--- src/dpc_pkg.sv ---
// ============================================================================
// dpc_pkg: shared types and constants of the dryer panel controller
// Event codes, screen and status codes, request and result layouts, and
// small helpers for time arithmetic.
// ============================================================================
package dpc_pkg;

    // Time and target constants
    localparam logic [17:0] SEC_PER_HOUR  = 18'd3600;
    localparam logic [17:0] DEF_REMAIN    = 18'd21600;
    localparam logic [17:0] SEC_MAX       = 18'd172800;
    localparam logic [5:0]  HOURS_MIN     = 6'd6;
    localparam logic [5:0]  HOURS_MAX     = 6'd48;
    localparam logic [5:0]  HOURS_STEP    = 6'd2;
    localparam logic [5:0]  TEMP_HI       = 6'd50;
    localparam logic [5:0]  TEMP_LO       = 6'd40;
    localparam logic [5:0]  TEMP_MID      = 6'd45;
    localparam logic [7:0]  COUNT_MAX     = 8'd255;

    // Configuration reset values and register indexes
    localparam logic [7:0]  IDLE_TO_RST   = 8'd180;
    localparam logic [7:0]  SCR_TO_RST    = 8'd5;
    localparam logic [7:0]  CFG_IDLE_TO   = 8'd0;
    localparam logic [7:0]  CFG_SCR_TO    = 8'd1;

    typedef enum logic [3:0] {
        MODE_TICK   = 4'd0,
        MODE_TOGGLE = 4'd1,
        MODE_ON     = 4'd2,
        MODE_OFF    = 4'd3,
        MODE_PRESSM = 4'd4,
        MODE_PRESSA = 4'd5,
        MODE_RESET  = 4'd6,
        MODE_START  = 4'd7,
        MODE_STOP   = 4'd8,
        MODE_SET    = 4'd9
    } t_mode;

    typedef enum logic [1:0] {
        SCR_INFO = 2'd0,
        SCR_TEMP = 2'd1,
        SCR_TIME = 2'd2
    } t_screen;

    typedef enum logic [1:0] {
        ST_OK  = 2'd0,
        ST_OFF = 2'd1,
        ST_BAD = 2'd2
    } t_status;

    typedef struct packed {
        logic [7:0] idle_timeout;
        logic [7:0] screen_timeout;
    } t_cfg;

    typedef struct packed {
        logic [3:0] mode;
        logic       button_level;
        logic [7:0] target_temp;
        logic [7:0] target_hours;
    } t_item;

    typedef struct packed {
        t_status     status;
        logic        powered;
        logic        drying_active;
        t_screen     screen;
        logic [5:0]  set_temp;
        logic [5:0]  set_hours;
        logic [17:0] dry_elapsed;
        logic [17:0] dry_left;
        logic        button_edge;
    } t_result;

    // Convert target hours to seconds
    function automatic logic [17:0] hours_to_sec(input logic [5:0] hours);
        return 18'({12'd0, hours} * SEC_PER_HOUR);
    endfunction

    // Saturating 8-bit increment
    function automatic logic [7:0] count_up(input logic [7:0] cnt);
        return (cnt == COUNT_MAX) ? cnt : cnt + 8'd1;
    endfunction

endpackage

--- src/dpc_cfg_regs.sv ---
// ============================================================================
// dpc_cfg_regs: configuration registers
// Holds the idle power-off timeout and the screen return timeout.
// ============================================================================
module dpc_cfg_regs (
    input  logic              i_clk,
    input  logic              i_rst_n,
    input  logic              i_wr_en,
    input  logic [7:0]        i_index,
    input  logic [7:0]        i_data,
    output dpc_pkg::t_cfg     o_cfg
);

    dpc_pkg::t_cfg r_cfg;

    // Write the addressed register; ignore unknown indexes
    always_ff @(posedge i_clk) begin
        if (!i_rst_n) begin
            r_cfg.idle_timeout   <= dpc_pkg::IDLE_TO_RST;
            r_cfg.screen_timeout <= dpc_pkg::SCR_TO_RST;
        end else if (i_wr_en) begin
            unique case (i_index)
                dpc_pkg::CFG_IDLE_TO: r_cfg.idle_timeout   <= i_data;
                dpc_pkg::CFG_SCR_TO:  r_cfg.screen_timeout <= i_data;
                default: ;
            endcase
        end
    end

    assign o_cfg = r_cfg;

endmodule

--- src/dpc_core.sv ---
// ============================================================================
// dpc_core: panel state and event update
// Holds the controller state and computes the effect of one event in a
// single pass; the state advances when the event is committed.
// ============================================================================
module dpc_core (
    input  logic                i_clk,
    input  logic                i_rst_n,
    input  logic                i_step,
    input  dpc_pkg::t_item      i_item,
    input  dpc_pkg::t_cfg       i_cfg,
    output dpc_pkg::t_result    o_result
);

    logic              r_power,   n_power;
    logic              r_active,  n_active;
    dpc_pkg::t_screen  r_screen,  n_screen;
    logic [5:0]        r_temp,    n_temp;
    logic [5:0]        r_hours,   n_hours;
    logic [17:0]       r_total,   n_total;
    logic [17:0]       r_elapsed, n_elapsed;
    logic [17:0]       r_remain,  n_remain;
    logic [7:0]        r_idle,    n_idle;
    logic [7:0]        r_scr,     n_scr;
    logic              r_button,  n_button;

    dpc_pkg::t_status  w_status;
    logic              w_edge;

    // Compute the next state for the event in the input register
    always_comb begin
        logic        v_do_pwr;
        logic        v_pwr_target;
        logic        v_do_target;
        logic [7:0]  v_t;
        logic [7:0]  v_h;
        logic [17:0] v_elapsed;
        logic [7:0]  v_idle;
        logic [7:0]  v_scr;
        logic [5:0]  v_hours;
        logic        v_bad;

        n_power   = r_power;
        n_active  = r_active;
        n_screen  = r_screen;
        n_temp    = r_temp;
        n_hours   = r_hours;
        n_total   = r_total;
        n_elapsed = r_elapsed;
        n_remain  = r_remain;
        n_idle    = r_idle;
        n_scr     = r_scr;
        n_button  = r_button;
        w_status  = dpc_pkg::ST_OK;
        w_edge    = 1'b0;

        v_do_pwr     = 1'b0;
        v_pwr_target = 1'b0;
        v_do_target  = 1'b0;
        v_t          = 8'd0;
        v_h          = 8'd0;
        v_elapsed    = r_elapsed + 18'd1;
        v_idle       = dpc_pkg::count_up(r_idle);
        v_scr        = dpc_pkg::count_up(r_scr);
        v_hours      = 6'd0;
        v_bad        = 1'b0;

        unique case (dpc_pkg::t_mode'(i_item.mode))
            dpc_pkg::MODE_TICK: begin
                w_edge   = i_item.button_level & ~r_button;
                n_button = i_item.button_level;
                if (!r_power) begin
                    n_idle = 8'd0;
                    n_scr  = 8'd0;
                end else begin
                    // Count drying time or idle time
                    if (r_active) begin
                        n_elapsed = v_elapsed;
                        if (v_elapsed >= r_total) begin
                            n_remain = 18'd0;
                            n_active = 1'b0;
                            n_power  = 1'b0;
                        end else begin
                            n_remain = r_total - v_elapsed;
                        end
                    end else if (v_idle >= i_cfg.idle_timeout) begin
                        n_power = 1'b0;
                        n_idle  = 8'd0;
                    end else begin
                        n_idle = v_idle;
                    end
                    // Return a setting screen to info after its timeout
                    if (r_screen != dpc_pkg::SCR_INFO) begin
                        if (v_scr >= i_cfg.screen_timeout) begin
                            n_screen = dpc_pkg::SCR_INFO;
                            n_scr    = 8'd0;
                        end else begin
                            n_scr = v_scr;
                        end
                    end
                end
            end
            dpc_pkg::MODE_TOGGLE: begin
                v_do_pwr     = 1'b1;
                v_pwr_target = ~r_power;
            end
            dpc_pkg::MODE_ON: begin
                v_do_pwr     = 1'b1;
                v_pwr_target = 1'b1;
            end
            dpc_pkg::MODE_OFF: begin
                v_do_pwr     = 1'b1;
                v_pwr_target = 1'b0;
            end
            dpc_pkg::MODE_PRESSM: begin
                if (!r_power) begin
                    w_status = dpc_pkg::ST_OFF;
                end else begin
                    case (r_screen)
                        dpc_pkg::SCR_INFO: n_screen = dpc_pkg::SCR_TEMP;
                        dpc_pkg::SCR_TEMP: n_screen = dpc_pkg::SCR_TIME;
                        dpc_pkg::SCR_TIME: begin
                            // Leaving the time screen starts drying
                            n_screen  = dpc_pkg::SCR_INFO;
                            n_active  = 1'b1;
                            n_elapsed = 18'd0;
                            n_remain  = r_total;
                        end
                        default: ;
                    endcase
                    n_scr = 8'd0;
                end
            end
            dpc_pkg::MODE_PRESSA: begin
                if (!r_power) begin
                    w_status = dpc_pkg::ST_OFF;
                end else begin
                    if (r_screen == dpc_pkg::SCR_TEMP) begin
                        if (r_temp == dpc_pkg::TEMP_HI) begin
                            n_temp = dpc_pkg::TEMP_LO;
                        end else if (r_temp == dpc_pkg::TEMP_LO) begin
                            n_temp = dpc_pkg::TEMP_MID;
                        end else begin
                            n_temp = dpc_pkg::TEMP_HI;
                        end
                    end else if (r_screen == dpc_pkg::SCR_TIME) begin
                        v_hours  = (r_hours >= dpc_pkg::HOURS_MAX) ? dpc_pkg::HOURS_MIN
                                                                  : r_hours + dpc_pkg::HOURS_STEP;
                        n_hours  = v_hours;
                        n_total  = dpc_pkg::hours_to_sec(v_hours);
                        n_remain = dpc_pkg::hours_to_sec(v_hours);
                    end
                    n_scr = 8'd0;
                end
            end
            dpc_pkg::MODE_RESET: begin
                n_power   = 1'b1;
                n_active  = 1'b0;
                n_screen  = dpc_pkg::SCR_INFO;
                n_temp    = dpc_pkg::TEMP_HI;
                n_hours   = dpc_pkg::HOURS_MIN;
                n_total   = dpc_pkg::DEF_REMAIN;
                n_elapsed = 18'd0;
                n_remain  = dpc_pkg::DEF_REMAIN;
                n_idle    = 8'd0;
                n_scr     = 8'd0;
            end
            dpc_pkg::MODE_START: begin
                v_do_target = 1'b1;
                v_t         = {2'b00, r_temp};
                v_h         = {2'b00, r_hours};
            end
            dpc_pkg::MODE_STOP: begin
                n_active     = 1'b0;
                n_elapsed    = 18'd0;
                v_do_pwr     = 1'b1;
                v_pwr_target = 1'b0;
            end
            dpc_pkg::MODE_SET: begin
                v_do_target = 1'b1;
                v_t         = i_item.target_temp;
                v_h         = i_item.target_hours;
            end
            default: ;
        endcase

        // Apply a power change; a command to the present state does nothing
        if (v_do_pwr && (r_power != v_pwr_target)) begin
            n_power = v_pwr_target;
            if (!v_pwr_target) begin
                n_active  = 1'b0;
                n_screen  = dpc_pkg::SCR_INFO;
                n_elapsed = 18'd0;
            end
            n_idle = 8'd0;
            n_scr  = 8'd0;
        end

        // Validate and apply new targets, then start drying
        if (v_do_target) begin
            v_bad = ((v_t != {2'b00, dpc_pkg::TEMP_LO})  &&
                     (v_t != {2'b00, dpc_pkg::TEMP_MID}) &&
                     (v_t != {2'b00, dpc_pkg::TEMP_HI}))  ||
                    (v_h < {2'b00, dpc_pkg::HOURS_MIN})  ||
                    (v_h > {2'b00, dpc_pkg::HOURS_MAX})  ||
                    v_h[0];
            if (v_bad) begin
                w_status = dpc_pkg::ST_BAD;
            end else begin
                n_power   = 1'b1;
                n_active  = 1'b1;
                n_screen  = dpc_pkg::SCR_INFO;
                n_temp    = v_t[5:0];
                n_hours   = v_h[5:0];
                n_total   = dpc_pkg::hours_to_sec(v_h[5:0]);
                n_elapsed = 18'd0;
                n_remain  = dpc_pkg::hours_to_sec(v_h[5:0]);
                n_idle    = 8'd0;
                n_scr     = 8'd0;
            end
        end
    end

    // Commit the state when the event moves to the result register
    always_ff @(posedge i_clk) begin
        if (!i_rst_n) begin
            r_power   <= 1'b0;
            r_active  <= 1'b0;
            r_screen  <= dpc_pkg::SCR_INFO;
            r_temp    <= dpc_pkg::TEMP_MID;
            r_hours   <= dpc_pkg::HOURS_MIN;
            r_total   <= dpc_pkg::DEF_REMAIN;
            r_elapsed <= 18'd0;
            r_remain  <= dpc_pkg::DEF_REMAIN;
            r_idle    <= 8'd0;
            r_scr     <= 8'd0;
            r_button  <= 1'b0;
        end else if (i_step) begin
            r_power   <= n_power;
            r_active  <= n_active;
            r_screen  <= n_screen;
            r_temp    <= n_temp;
            r_hours   <= n_hours;
            r_total   <= n_total;
            r_elapsed <= n_elapsed;
            r_remain  <= n_remain;
            r_idle    <= n_idle;
            r_scr     <= n_scr;
            r_button  <= n_button;
        end
    end

    // Report status and the state after the event
    always_comb begin
        o_result.status        = w_status;
        o_result.powered       = n_power;
        o_result.drying_active = n_active;
        o_result.screen        = n_screen;
        o_result.set_temp      = n_temp;
        o_result.set_hours     = n_hours;
        o_result.dry_elapsed   = n_elapsed;
        o_result.dry_left      = n_remain;
        o_result.button_edge   = w_edge;
    end

endmodule

--- src/dryer_panel_controller_unit.sv ---
// ============================================================================
// dryer_panel_controller_unit: front-panel controller of a drying appliance
// Takes one panel event per request and returns one result per event.
// ============================================================================
// Each event request is captured in an input register, runs through the
// state-update logic once and lands in a result register, so one event is
// taken every clock cycle while results drain; its result shows once it
// enters the result register. The dpc_core state-update pass between the
// two registers sets the rate. A result waiting in the result register does
// not block the input side while the input register is free. Configuration
// writes are always accepted and take effect at the next clock edge.
module dryer_panel_controller_unit (
    input  logic        i_clk,
    input  logic        i_rst_n,
    // Event requests
    input  logic        i_in_valid,
    output logic        o_in_ready,
    input  logic [3:0]  i_mode,
    input  logic        i_button_level,
    input  logic [7:0]  i_target_temp,
    input  logic [7:0]  i_target_hours,
    // Results
    output logic        o_out_valid,
    input  logic        i_out_ready,
    output logic [1:0]  o_status,
    output logic        o_powered,
    output logic        o_drying_active,
    output logic [1:0]  o_screen,
    output logic [5:0]  o_set_temp,
    output logic [5:0]  o_set_hours,
    output logic [17:0] o_dry_elapsed,
    output logic [17:0] o_dry_left,
    output logic        o_button_edge,
    // Configuration writes
    input  logic        i_cfg_valid,
    output logic        o_cfg_ready,
    input  logic [7:0]  i_cfg_index,
    input  logic [7:0]  i_cfg_data
);

    logic               r_in_valid;
    dpc_pkg::t_item     r_in;
    logic               r_out_valid;
    dpc_pkg::t_result   r_out;
    logic               w_move;
    logic               w_in_take;
    dpc_pkg::t_cfg      w_cfg;
    dpc_pkg::t_result   w_result;

    // Advance an event when the result register is free or being drained
    assign w_move      = r_in_valid && (!r_out_valid || i_out_ready);
    assign o_in_ready  = !r_in_valid || w_move;
    assign w_in_take   = i_in_valid && o_in_ready;
    assign o_cfg_ready = 1'b1;

    dpc_cfg_regs u_cfg (
        .i_clk   (i_clk),
        .i_rst_n (i_rst_n),
        .i_wr_en (i_cfg_valid),
        .i_index (i_cfg_index),
        .i_data  (i_cfg_data),
        .o_cfg   (w_cfg)
    );

    dpc_core u_core (
        .i_clk    (i_clk),
        .i_rst_n  (i_rst_n),
        .i_step   (w_move),
        .i_item   (r_in),
        .i_cfg    (w_cfg),
        .o_result (w_result)
    );

    // Track occupancy of the input and result registers
    always_ff @(posedge i_clk) begin
        if (!i_rst_n) begin
            r_in_valid  <= 1'b0;
            r_out_valid <= 1'b0;
        end else begin
            if (w_in_take) begin
                r_in_valid <= 1'b1;
            end else if (w_move) begin
                r_in_valid <= 1'b0;
            end
            if (w_move) begin
                r_out_valid <= 1'b1;
            end else if (i_out_ready) begin
                r_out_valid <= 1'b0;
            end
        end
    end

    // Capture request and result payloads
    always_ff @(posedge i_clk) begin
        if (w_in_take) begin
            r_in.mode         <= i_mode;
            r_in.button_level <= i_button_level;
            r_in.target_temp  <= i_target_temp;
            r_in.target_hours <= i_target_hours;
        end
        if (w_move) begin
            r_out <= w_result;
        end
    end

    assign o_out_valid     = r_out_valid;
    assign o_status        = r_out.status;
    assign o_powered       = r_out.powered;
    assign o_drying_active = r_out.drying_active;
    assign o_screen        = r_out.screen;
    assign o_set_temp      = r_out.set_temp;
    assign o_set_hours     = r_out.set_hours;
    assign o_dry_elapsed   = r_out.dry_elapsed;
    assign o_dry_left      = r_out.dry_left;
    assign o_button_edge   = r_out.button_edge;

    // Drying never runs with power off
    a_active_needs_power: assert property (@(posedge i_clk) disable iff (!i_rst_n)
        o_out_valid && o_drying_active |-> o_powered)
        else $error("drying reported while powered off");

    // A powered-off rejection leaves power off
    a_off_status: assert property (@(posedge i_clk) disable iff (!i_rst_n)
        o_out_valid && (o_status == dpc_pkg::ST_OFF) |-> !o_powered)
        else $error("powered-off status with power on");

    // Remaining time never exceeds the longest cycle
    a_remain_range: assert property (@(posedge i_clk) disable iff (!i_rst_n)
        o_out_valid |-> (o_dry_left <= dpc_pkg::SEC_MAX))
        else $error("remaining seconds out of range");

endmodule

--- config.mk ---
export PLATFORM = sky130hd
export DESIGN_NAME = dryer_panel_controller_unit
export DESIGN_NICKNAME = d
export VERILOG_FILES = /design/src/dpc_pkg.sv /design/src/dpc_cfg_regs.sv /design/src/dpc_core.sv /design/src/dryer_panel_controller_unit.sv
export SDC_FILE = /design/constraint.sdc
export NUM_CORES = 1
export LEC_CHECK = 0
export ABC_AREA = 1
export BUFFER_PORTS_ARGS = -buffer_cell sky130_fd_sc_hd__buf_2
export CAP_MARGIN = 20
export CORE_ASPECT_RATIO = 0.9
export CORE_MARGIN = 10
export CORE_UTILIZATION = 50
export CTS_BUF_LIST = sky130_fd_sc_hd__clkbuf_16
export CTS_CLUSTER_SIZE = 14
export DETAILED_ROUTE_END_ITERATION = 6
export PLACE_DENSITY = 0.69
export SKIP_CTS_REPAIR_TIMING = 1
export SKIP_LAST_GASP = 1
export SLEW_MARGIN = 20
export SYNTH_ARGS = -nofsm -noshare
export SYNTH_HDL_FRONTEND = slang
export SYNTH_SLANG_ARGS = --single-unit
--- constraint.sdc ---
create_clock -name i_clk -period 6.6 [get_ports i_clk]
set_input_delay 0.33 -clock i_clk [delete_from_list [all_inputs] [get_ports i_clk]]
set_output_delay 0.33 -clock i_clk [all_outputs]
set_load 0.005 [all_outputs]
Yosys cells after proc, flatten, opt, wreduce, memory -nomap -nowiden
Cells that the tools add are included.
{ "classes": {"n_eq_ne": 20, "n_mul": 2, "mux": 97, "reduce_logical": 25, "bitwise_logic": 3, "magnitude_cmp": 6, "addsub": 5} }
{ "ops": {"columns": ["operator", "n"], "rows": [
  ["$mux W18", 23],
  ["$mux W8", 15],
  ["$pmux W18 S4", 1],
  ["$mux W6", 11],
  ["$pmux W18 S3", 1],
  ["$pmux W8 S2", 3],
  ["$pmux W18 S2", 1],
  ["$mul A6 B8 Y14 const B", 2],
  ["$ne A8 B6 Y1 const B", 3],
  ["$pmux W6 S2", 2],
  ["$pmux W8 S3", 1],
  ["$mux W1", 22],
  ["$mux W2", 11],
  ["$add A18 B1 Y18 const B", 1],
  ["$ge A18 B18 Y1", 1],
  ["$sub A18 B18 Y18", 1],
  ["$add A8 B1 Y8 const B", 2],
  ["$eq A4 B3 Y1 const B", 4],
  ["$eq A8 B8 Y1 const B", 2],
  ["$ge A8 B8 Y1", 2],
  ["$eq A6 B6 Y1 const B", 2],
  ["$pmux W2 S3", 2],
  ["$eq A4 B2 Y1 const B", 2],
  ["$eq A4 B4 Y1 const B", 2],
  ["other kinds (24)", 41]
]} }
{ "totals": {"output_inout_bits": 58, "wordCells": 186, "regBits": 181, "in_bits": 42} }

Depth between registers and ports, before layout
Gate-level depths: netlist (run 1).
{ "depth": {"ltp_word": 11, "mapped_depth": 27, "ltp_nobuf": 27} }

Cells and area by module
From an unflattened synthesis (run 1), not the netlist that was laid out.
{ "unflattened": {"cells_unflattened": 1913, "hier_area_um2": 13098.8} }
{ "modules_own_cells": {"columns": ["mod", "cells_each", "instances", "area_each_um2", "seq_area_each_um2"], "rows": [
  ["dpc_core", 1720, 1, 9982.1, 1741.7],
  ["dryer_panel_controller_unit", 91, 1, 2388.5, 2322.2],
  ["dpc_cfg_regs", 102, 1, 728.2, 320.3]
]} }

Least setup slack after synthesis (run 1)
No wires, ideal clock.
{ "synth_timing": {"kind": "reg-to-reg", "start": "reg r_in[18] (netlist name)", "end": "reg u_core.r_remain[16]", "t_arrival_ns": 3.782, "path_slack_ns": 2.748, "stages_incl_launch_ff": 26, "period_less_slack_ns": 3.852, "n_path_buf": 1, "setup_ns": 0.070, "required_time_ns": 6.530, "cell_sequence": "edfxtp_1 > inv_1 > nand2_1 > inv_1 > nand2_1 > buf_4 > o22ai_1 > inv_2 > ha_1 > inv_1 > ha_1 > inv_1 > fa_1 > inv_1 > ha_1 > a21oi_1 > nand2_1 > nand2_1 > inv_1 > o21ai_0 > nand2_1 > xor2_1 > inv_1 > o21ai_0 > inv_1 > a21oi_1"} }
{ "synth_between": {"elab_chain_cells": 10, "word_cells_on_any_way": 24, "cone_classes": "mul (1); order compare (2); eq/ne (8); mux (6); reduce/logical (7)"} }
{ "synth_lines": {"columns": ["item", "line_no", "source"], "rows": [
  ["start: declaration", "dryer_panel_controller_unit.sv:42", "dpc_pkg::t_item r_in;"],
  ["branches (longest 9 deep; another with $mul A6 B8 Y14)", null, null],
  ["$mux W18 (*)", "dpc_core.sv:200", "if (v_do_target) begin"],
  ["end signal: assignment", "dpc_core.sv:234", "r_remain <= dpc_pkg::DEF_REMAIN;"],
  ["end signal: assignment", "dpc_core.sv:246", "r_remain <= n_remain;"],
  ["end: declaration", "dpc_core.sv:22", "logic [17:0] r_remain, n_remain;"]
]} }
Every way passes the cells marked *.
A chain may end at the register's enable or synchronous reset.

Worst setup path after layout (run 1)
{ "layout_timing": {"start": "reg r_in[19] (netlist name)", "end": "reg u_core.r_total[16]"} }
{ "layout_between": {"elab_chain_cells": 10, "word_cells_on_any_way": 22, "cone_classes": "mul (1); order compare (2); eq/ne (7); mux (6); reduce/logical (6)"} }
{ "layout_lines": {"columns": ["item", "line_no", "source"], "rows": [
  ["branches (longest 9 deep; another with $mul A6 B8 Y14)", null, null],
  ["$mux W18 (*)", "dpc_core.sv:200", null],
  ["end signal: assignment", "dpc_core.sv:232", "r_total <= dpc_pkg::DEF_REMAIN;"],
  ["end signal: assignment", "dpc_core.sv:244", "r_total <= n_total;"],
  ["end: declaration", "dpc_core.sv:20", "logic [17:0] r_total, n_total;"]
]} }
Marked as above.

==> metrics.txt, run 1 <==
status finished with violations; violated checks DRC; Post-synth EDFFs between 70 and 80; IO Pins 100; WL final 35,770 um; Final Wtd Congestion between 0.9 and 1; Clock Sinks 181; deepest clock path buffer count 2; vias in the first global route between 10,000 and 15,000; Fin. Hold Viols 0; Syn Area/Cell just under 7 um2; Layout area overhead 9.942%; Hold WS roughly 0.055 ns; R2R cell count 24; DRT iter0 DRCs slightly above 1,000; Clock Tree Root clkbuf_16; ratio of cells with drive above 1 in the final layout 9.096%; Net count, final 2,043; initial antenna violation count 0; synth top area cells edfxtp_1 18%, dfxtp_1 17%, nand2_1 15%, ha_1 8.8%, inv_1 8.6%; Total Die Area roughly 32,000 um2; ys flop type dfxtp_1; largest net degree at the start of global routing 75; CORE AREA approximately 25,000 um2; max-cap violations 0; FF+latch count, synth 181; H-tree Lvls 4; fin area 14,000 um2; num rows between 50 and 60; pre-CTS WS about 2.1 ns; gr ovfl total 0; CP top delay family adder cells; Least-Margin Pin Slew a little over 1 ns; post-route setup slack around 2.1 ns; drt first pass iters 7; unrepaired setup endpoints after global routing no; Post-Syn Area between 10,000 and 15,000 um2; detail-routed via count per cell roughly 5.4; Worst Path Max Fanout 12; final setup vio count 0; hold wc startpoint i_target_hours[3]; critical path class reg -> reg; fmax around 220 MHz; Setup Skew about 0.017 ns; R2R setup slack approximately 2.1 ns; ANT cells 0; Power Dens Cells 205.4 nW/um2; Max rail drop VDD 0.1532 mV; TritonCTS buffer count 17; sequential area share after synthesis between 30 and 40%; final HPWL from detailed placement about 26,000 um; Reg-to-Reg End u_core.r_total[16]$_SDFFE_PN0P_; Starting Density between 50% and 60%; post-layout util between 50% and 60%; Hold Crit Class in -> reg; most used cell, CP inv_1; Post-Syn Nets 1,981; Slew HR about a third; Startpoint Class flop; launch point of the worst reg-to-reg path r_in[19]$_DFFE_PP_; die height 171.4 um; Unique masters post-synth 47; CP Buf/Inv Count 8; Synth area leader edfxtp_1; Residual DRC 8; post-route setup TNS 0 ns; Area after DPL ~13,000 um2; WHS Path Cells 1; Synth async-reset ratio 0%; WL per Instance between 15 and 20 um; CTS tree yes; gr usage total a little over a fifth; leakage power total slightly below 7 nW; DRT antenna net count 0; Hold Path End r_in[3]$_DFFE_PP_; Vias roughly 12,000; CP peak stage delay approximately 0.53 ns; CP Capture Type flop; commonest cells after routing, fill and taps aside 493 x nand2_1, 292 x inv_1, 179 x o21ai_0; slowest CP cell fa_1; WP data arrival between 4 and 5 ns; CTS clk-pin slew, worst paths about 0.080 ns; post-synth top area share roughly 18%; Synth Warn # 0; first-pass GRT wire length between 50,000 and 60,000 um; post-route minimum period approximately 4.5 ns; critical path data required time between 6 and 7 ns; most common cell after layout, fill and taps aside nand2_1; Skew-Pair Late Insertion Delay 0.44 ns; Cells after Synth approximately 1,800; Final period util between 60% and 70%; max-slew violation count 0; Buffers on Ports a little under 100; die width 188.2 um; crit path cell chain nor2_1 -> nand2_1 -> o22ai_1 -> inv_2 -> ha_1 -> inv_1 -> ha_1 -> inv_1 -> fa_1 -> inv_1 -> ha_1 -> a21oi_1 -> nand2_1 -> nand2_1 -> inv_1 -> o21ai_0 -> nand2_1 -> xor2_1 -> inv_1 -> o21ai_0 -> inv_1 -> nand2_1 -> nand2_1 -> inv_1
==> per-layer routing <==
| metal | wire length (um) | vias up | GRT usage (%) |
|---|---|---|---|
| met2 | 15800 | 458 | 34.33 |
| met1 | 16450 | 5544 | 29.45 |
| met5 | 0 | - | 0 |
| met3 | 2984 | 33 | 5.202 |
| li1 | - | 6121 | - |
| met4 | 537 | 0 | 5.803 |
==> stage by stage <==
stage	instances	power, W
global route	2255	0.003023
CTS	2255	0.002890
global placement	2223	0.001871
floorplan	1838	0.001701
finish	2255	0.002876
detailed placement	2223	0.001876
==> how the worst max path moves through the flow <==
stage / startpoint / to / slack [ns] / cells after the start
after floorplan: r_in[18]$_DFFE_PP_ / u_core.r_remain[16]$_SDFFE_PN0P_ / 2.75 / 25
after global placement: r_in[18]$_DFFE_PP_ / u_core.r_total[16]$_SDFFE_PN0P_ / 2.18 / 26
after detailed placement: r_in[18]$_DFFE_PP_ / u_core.r_total[16]$_SDFFE_PN0P_ / 2.12 / 26
after CTS: r_in[18]$_DFFE_PP_ / u_core.r_total[16]$_SDFFE_PN0P_ / 2.12 / 26
after global routing: r_in[19]$_DFFE_PP_ / u_core.r_remain[16]$_SDFFE_PN0P_ / 1.71 / 22
final: r_in[19]$_DFFE_PP_ / u_core.r_total[16]$_SDFFE_PN0P_ / 2.10 / 24
==> sequential cells by signal (all words and copies together) (netlist names), 2 cells and up <==
name              count
r_in                 21
o_dry_elapsed        18
o_dry_left           18
u_core.r_elapsed     18
u_core.r_remain      18
u_core.r_total       18
u_cfg.o_cfg          16
u_core.r_idle         8
u_core.r_scr          8
o_set_hours           6
o_set_temp            6
u_core.r_hours        6
u_core.r_temp         6
o_screen              2
o_status              2
u_core.r_screen       2
==> cell type report <==
cell class | count | area, um2
tap | 342 | 427.9
clock buffer | 17 | 425.4
multi-input combinational | 1293 | 6942
inverter | 302 | 1136
sequential | 181 | 4384
clock inverter | 15 | 143.9
timing repair buffer | 105 | 543.0
fill | 2449 | 11120
==> power breakdown <==
part | internal (W) | switching [W]
Sequential | 0.00123 | 0.0000476
Clock | 0.000531 | 0.000486
Combinational | 0.000202 | 0.000378
==> cell usage after synthesis, types with 3 or more instances <==
| cell type | count |
|---|---|
| edfxtp_1 | 76 |
| xnor2_1 | 8 |
| o21ai_1 | 16 |
| clkbuf_1 | 48 |
| nor4_1 | 3 |
| o21ai_0 | 179 |
| nor2_1 | 100 |
| o211ai_1 | 17 |
| or2_2 | 17 |
| buf_2 | 5 |
| buf_4 | 4 |
| nand3b_1 | 4 |
| nand4_1 | 23 |
| fa_1 | 11 |
| ha_1 | 90 |
| o221ai_1 | 3 |
| a221oi_1 | 8 |
| dfxtp_1 | 105 |
| a21oi_1 | 157 |
| xor2_1 | 23 |
| o22ai_1 | 8 |
| nand3_1 | 82 |
| a31oi_1 | 3 |
| a211oi_1 | 3 |
| nand2_1 | 493 |
| inv_1 | 292 |
| a32oi_1 | 3 |
| a21o_1 | 3 |
| o31ai_1 | 3 |
| buf_6 | 3 |
| inv_2 | 10 |
| nor3_1 | 16 |
| o21ai_2 | 3 |
==> kinds of logic after synthesis <==
logic type | count (synthesis) | synth area share [%]
AO/OA/AOI/OAI | 411 | 17.41
XOR/XNOR | 31 | 2.132
adder cells (fa/ha/maj) | 101 | 10.57
buffers and inverters | 364 | 11.07
flip-flops | 181 | 34.42
other | 1 | 0.02944
AND/OR/NAND/NOR | 749 | 24.36
No activity file was read; power rests on OpenSTA's default activity.
==> run 2, diff against run 1 <==
ABC_AREA = 0   (was 1)
PLACE_DENSITY = 0.72   (was 0.69)
clock period = 4.1 ns   (was 6.6 ns; I/O delays follow)
==> run 2 against run 1 <==
The run ends with hold timing left. Worst hold slack got worse by 0.070 ns. Combinational power fell by 34%. Global-route usage fell by 0.50 points. Clock skew fell by 0.0040 ns. Critical path type unchanged. Critical endpoint is now u_core.r_total[17]$_SDFFE_PN0P_.
==> metrics.txt, run 2 <==
leakage power total 5.522 nW (was 6.826 nW); Worst Path Max Fanout 8 (was 12); fraction of power consumed by the clock network 43.0% (was 35.3%); WP data arrival 4.35 ns (was 4.89 ns); slowest CP cell edfxtp_1 (was fa_1); CP Capture Type flop (unchanged); Skew-Pair Late Insertion Delay 0.45 ns (was 0.44 ns); Starting Density 50.72% (was 50.70%); Final Wtd Congestion 0.9536 (was 0.9571); synth top area cells edfxtp_1 19%, dfxtp_1 18%, ha_1 9.5%, a21oi_1 4.9%, nand2_1 4.6% (was edfxtp_1 18%, dfxtp_1 17%, nand2_1 15%, ha_1 8.8%, inv_1 8.6%); Syn Area/Cell 9.061 um2 (was 6.929 um2); post-synth top area share 19.33% (was 17.92%); ratio of cells with drive above 1 in the final layout 17.53% (was 9.096%); gr ovfl total 0 (unchanged); violated checks hold timing (was DRC); Area after DPL 12,700 um2 (was 13,430 um2); Total Die Area 30,170 um2 (was 32,260 um2); WL per Instance 19.43 um (was 15.86 um); Sw Share 26.59% (was 31.70%); Least-Margin Pin Slew 0.9252 ns (was 1.007 ns); Setup Skew 0.01257 ns (was 0.01662 ns); Synth async-reset ratio 0% (unchanged); Hold Crit Class in -> reg (unchanged); fin area 13,670 um2 (was 14,000 um2); critical path class reg -> reg (unchanged); sequential area share after synthesis 37.13% (was 34.42%); CTS tree yes (unchanged); Final period util 98.23% (was 68.18%); area occupied by multi-input gates 6878 um2 (was 6942 um2); CP Buf/Inv Count 1 (was 8); Unique masters post-synth 103 (was 47); CP peak stage delay 0.52 ns (was 0.53 ns); post-route minimum period 4.027 ns (was 4.500 ns); post-route setup TNS 0 ns (unchanged); num rows 53 (was 55); ys flop type dfxtp_1 (unchanged); fillcell total 1,988 (was 2,449); Largest Register r_in (unchanged); CORE AREA 23,280 um2 (was 25,120 um2); deepest clock path buffer count 2 (unchanged); Comb power frac 9.4% (was 20.2%); final setup vio count 0 (unchanged); unrepaired setup endpoints after global routing yes (was no); crit path cell chain buf_4 -> nor3b_4 -> a22o_2 -> and2_1 -> fa_1 -> ha_1 -> ha_1 -> fa_1 -> a211oi_2 -> o21bai_1 -> a21oi_2 -> xnor2_1 -> nor2_2 -> o21ai_0 -> a21oi_1 -> nor2_1 (was nor2_1 -> nand2_1 -> o22ai_1 -> inv_2 -> ha_1 -> inv_1 -> ha_1 -> inv_1 -> fa_1 -> inv_1 -> ha_1 -> a21oi_1 -> nand2_1 -> nand2_1 -> inv_1 -> o21ai_0 -> nand2_1 -> xor2_1 -> inv_1 -> o21ai_0 -> inv_1 -> nand2_1 -> nand2_1 -> inv_1); Vias 10,557 (was 12,156); Net count, final 1,573 (was 2,043); vias in the first global route 9,951 (was 11,209); ANT cells 0 (unchanged); CTS clk-pin slew, worst paths 0.08 ns (about the same); number of flip-flops in the largest register 21 (unchanged); die height 165.8 um (was 171.4 um); commonest cells after routing, fill and taps aside 146 x nand2_1, 115 x a21oi_1, 111 x nor2_1 (was 493 x nand2_1, 292 x inv_1, 179 x o21ai_0); Power Dens Cells 300.9 nW/um2 (was 205.4 nW/um2); Psw 0.001093 W (was 0.0009116 W); Post-Syn Nets 1,446 (was 1,981); Fin. Hold Viols 1 (was 0); Startpoint Class flop (unchanged); drt first pass iters 6 (was 7); WL final 33,910 um (was 35,770 um); FF+latch count, synth 181 (unchanged); H-tree Lvls 4 (unchanged); gr usage total 21.33% (was 21.83%); Max rail drop VDD 0.2822 mV (was 0.1532 mV); initial antenna violation count 0 (unchanged); largest net degree at the start of global routing 52 (was 75); Layout area overhead 15.77% (was 9.942%); Clock Tree Root clkbuf_16 (unchanged); commonest cells in the synthesized netlist 146 x nand2_1, 116 x a21oi_1, 111 x nor2_1 (was 493 x nand2_1, 292 x inv_1, 179 x o21ai_0); Post-synth EDFFs 76 (unchanged); die width 182.0 um (was 188.2 um); fmax 248.3 MHz (was 222.2 MHz); Reg area 4387 um2 (was 4384 um2); DRT iter0 DRCs 1,192 (was 1,027); final HPWL from detailed placement 24,720 um (was 26,260 um); Post-Syn Area 11,810 um2 (was 12,740 um2); most common cell in the netlist nand2_1 (unchanged); most common cell after layout, fill and taps aside nand2_1 (unchanged); Reg power frac 47.6% (was 44.5%); first-pass GRT wire length 53,190 um (was 57,730 um); Clock Sinks 181 (unchanged); detail-routed via count per cell 6.050 (was 5.391); Hold WS -0.01545 ns (was 0.05471 ns); status finished with violations (unchanged); Slew HR 38.32% (was 32.74%); TritonCTS buffer count 17 (unchanged); Cells after Synth 1,303 (was 1,838); internal power 0.003019 W (was 0.001964 W); max-slew violation count 0 (unchanged); IO Pins 100 (unchanged); Residual DRC 0 (was 8); DRT antenna net count 0 (unchanged); Buffers on Ports 98 (unchanged); CP top delay family adder cells (unchanged); Synth area leader edfxtp_1 (unchanged); max-cap violations 0 (unchanged); critical path data required time 4.42 ns (was 6.99 ns); Synth Warn # 0 (unchanged)
## run 2: cell count changes after synthesis, sizes merged, moves of 15 or more
cell	delta
nand2	-347
a21oi	-39
inv	-242
nand3	-41
a311oi	+15
o21ai	-139
nor2	+16
xnor2	+24
## run 2: final cells by class
| type | count | area share (%) |
|---|---|---|
| flip-flops and latches | 181 | 32.09 |
| inverters | 61 | 1.694 |
| clock inverters | 15 | 1.501 |
| multi-input cells | 988 | 50.32 |
| clock buffers | 17 | 3.112 |
| well taps | 302 | 2.765 |
| repair buffers | 181 | 8.513 |
## run 2: stage by stage
step           total power, W  cells  utilization [%]  worst slack (ns)
2_1_floorplan        0.002215   1303                -            0.1311
3_3_place_gp         0.002341   1682            54.55            0.1522
3_5_place_dp         0.002348   1682            54.55           0.08248
4_1_cts              0.004093   1714            57.25           0.03837
5_1_grt              0.004243   1745            58.72           -0.1491
6_report             0.004112   1745            58.72           0.07270
## run 2: final timing paths
path | startpoint | endpoint | slack (ns) | cells past startpoint
hold / removal | i_in_valid | r_in_valid$_SDFFE_PN0P_ | -0.02 | 3
setup reg to reg | r_in[18]$_DFFE_PP_ | u_core.r_total[17]$_SDFFE_PN0P_ | 0.07 | 16
hold reg to reg | u_core.r_button$_SDFFE_PN0P_ | u_core.r_button$_SDFFE_PN0P_ | 0.46 | 2
setup / recovery | r_in[18]$_DFFE_PP_ | u_core.r_total[17]$_SDFFE_PN0P_ | 0.07 | 16
## run 2: layer usage
metal	routed length [um]	GRT usage [%]
met1	15050	28.39
met2	15430	33.66
met3	2643	4.770
met4	784	6.645
met5	0	0
## run 2: worst reg2reg max path: stages, from the launching register on
cell and delay (ns):
edfxtp_1 0.52, buf_4 0.21, nor3b_4 0.24, a22o_2 0.22, and2_1 0.25, fa_1 0.43
ha_1 0.29, ha_1 0.23, fa_1 0.44, a211oi_2 0.21, o21bai_1 0.12, a21oi_2 0.16
xnor2_1 0.12, nor2_2 0.14, o21ai_0 0.09, a21oi_1 0.19, nor2_1 0.05
## run 2: cell families (layout without fill, tap and decap cells)
| logic type | count (synthesis) | in the layout | share of synthesized area [%] |
|---|---|---|---|
| multiplexers | 17 | 17 | 1.473 |
| other | 1 | 1 | 0.03176 |
| XOR/XNOR | 45 | 45 | 3.338 |
| buffers and inverters | 134 | 274 | 5.182 |
| flip-flops | 181 | 181 | 37.13 |
| AND/OR/NAND/NOR | 441 | 441 | 18.63 |
| adder cells (fa/ha/maj) | 102 | 102 | 11.50 |
| AO/OA/AOI/OAI | 382 | 382 | 22.71 |
## run 2: power by group through the flow
stage	logic, W	clock network (W)	registers (W)
5_1_grt	0.000419	0.00186	0.00196
3_3_place_gp	0.000344	0	0.00200
3_5_place_dp	0.000350	0	0.00200
6_report	0.000386	0.00177	0.00196
4_1_cts	0.000352	0.00178	0.00196
2_1_floorplan	0.000224	0	0.00199
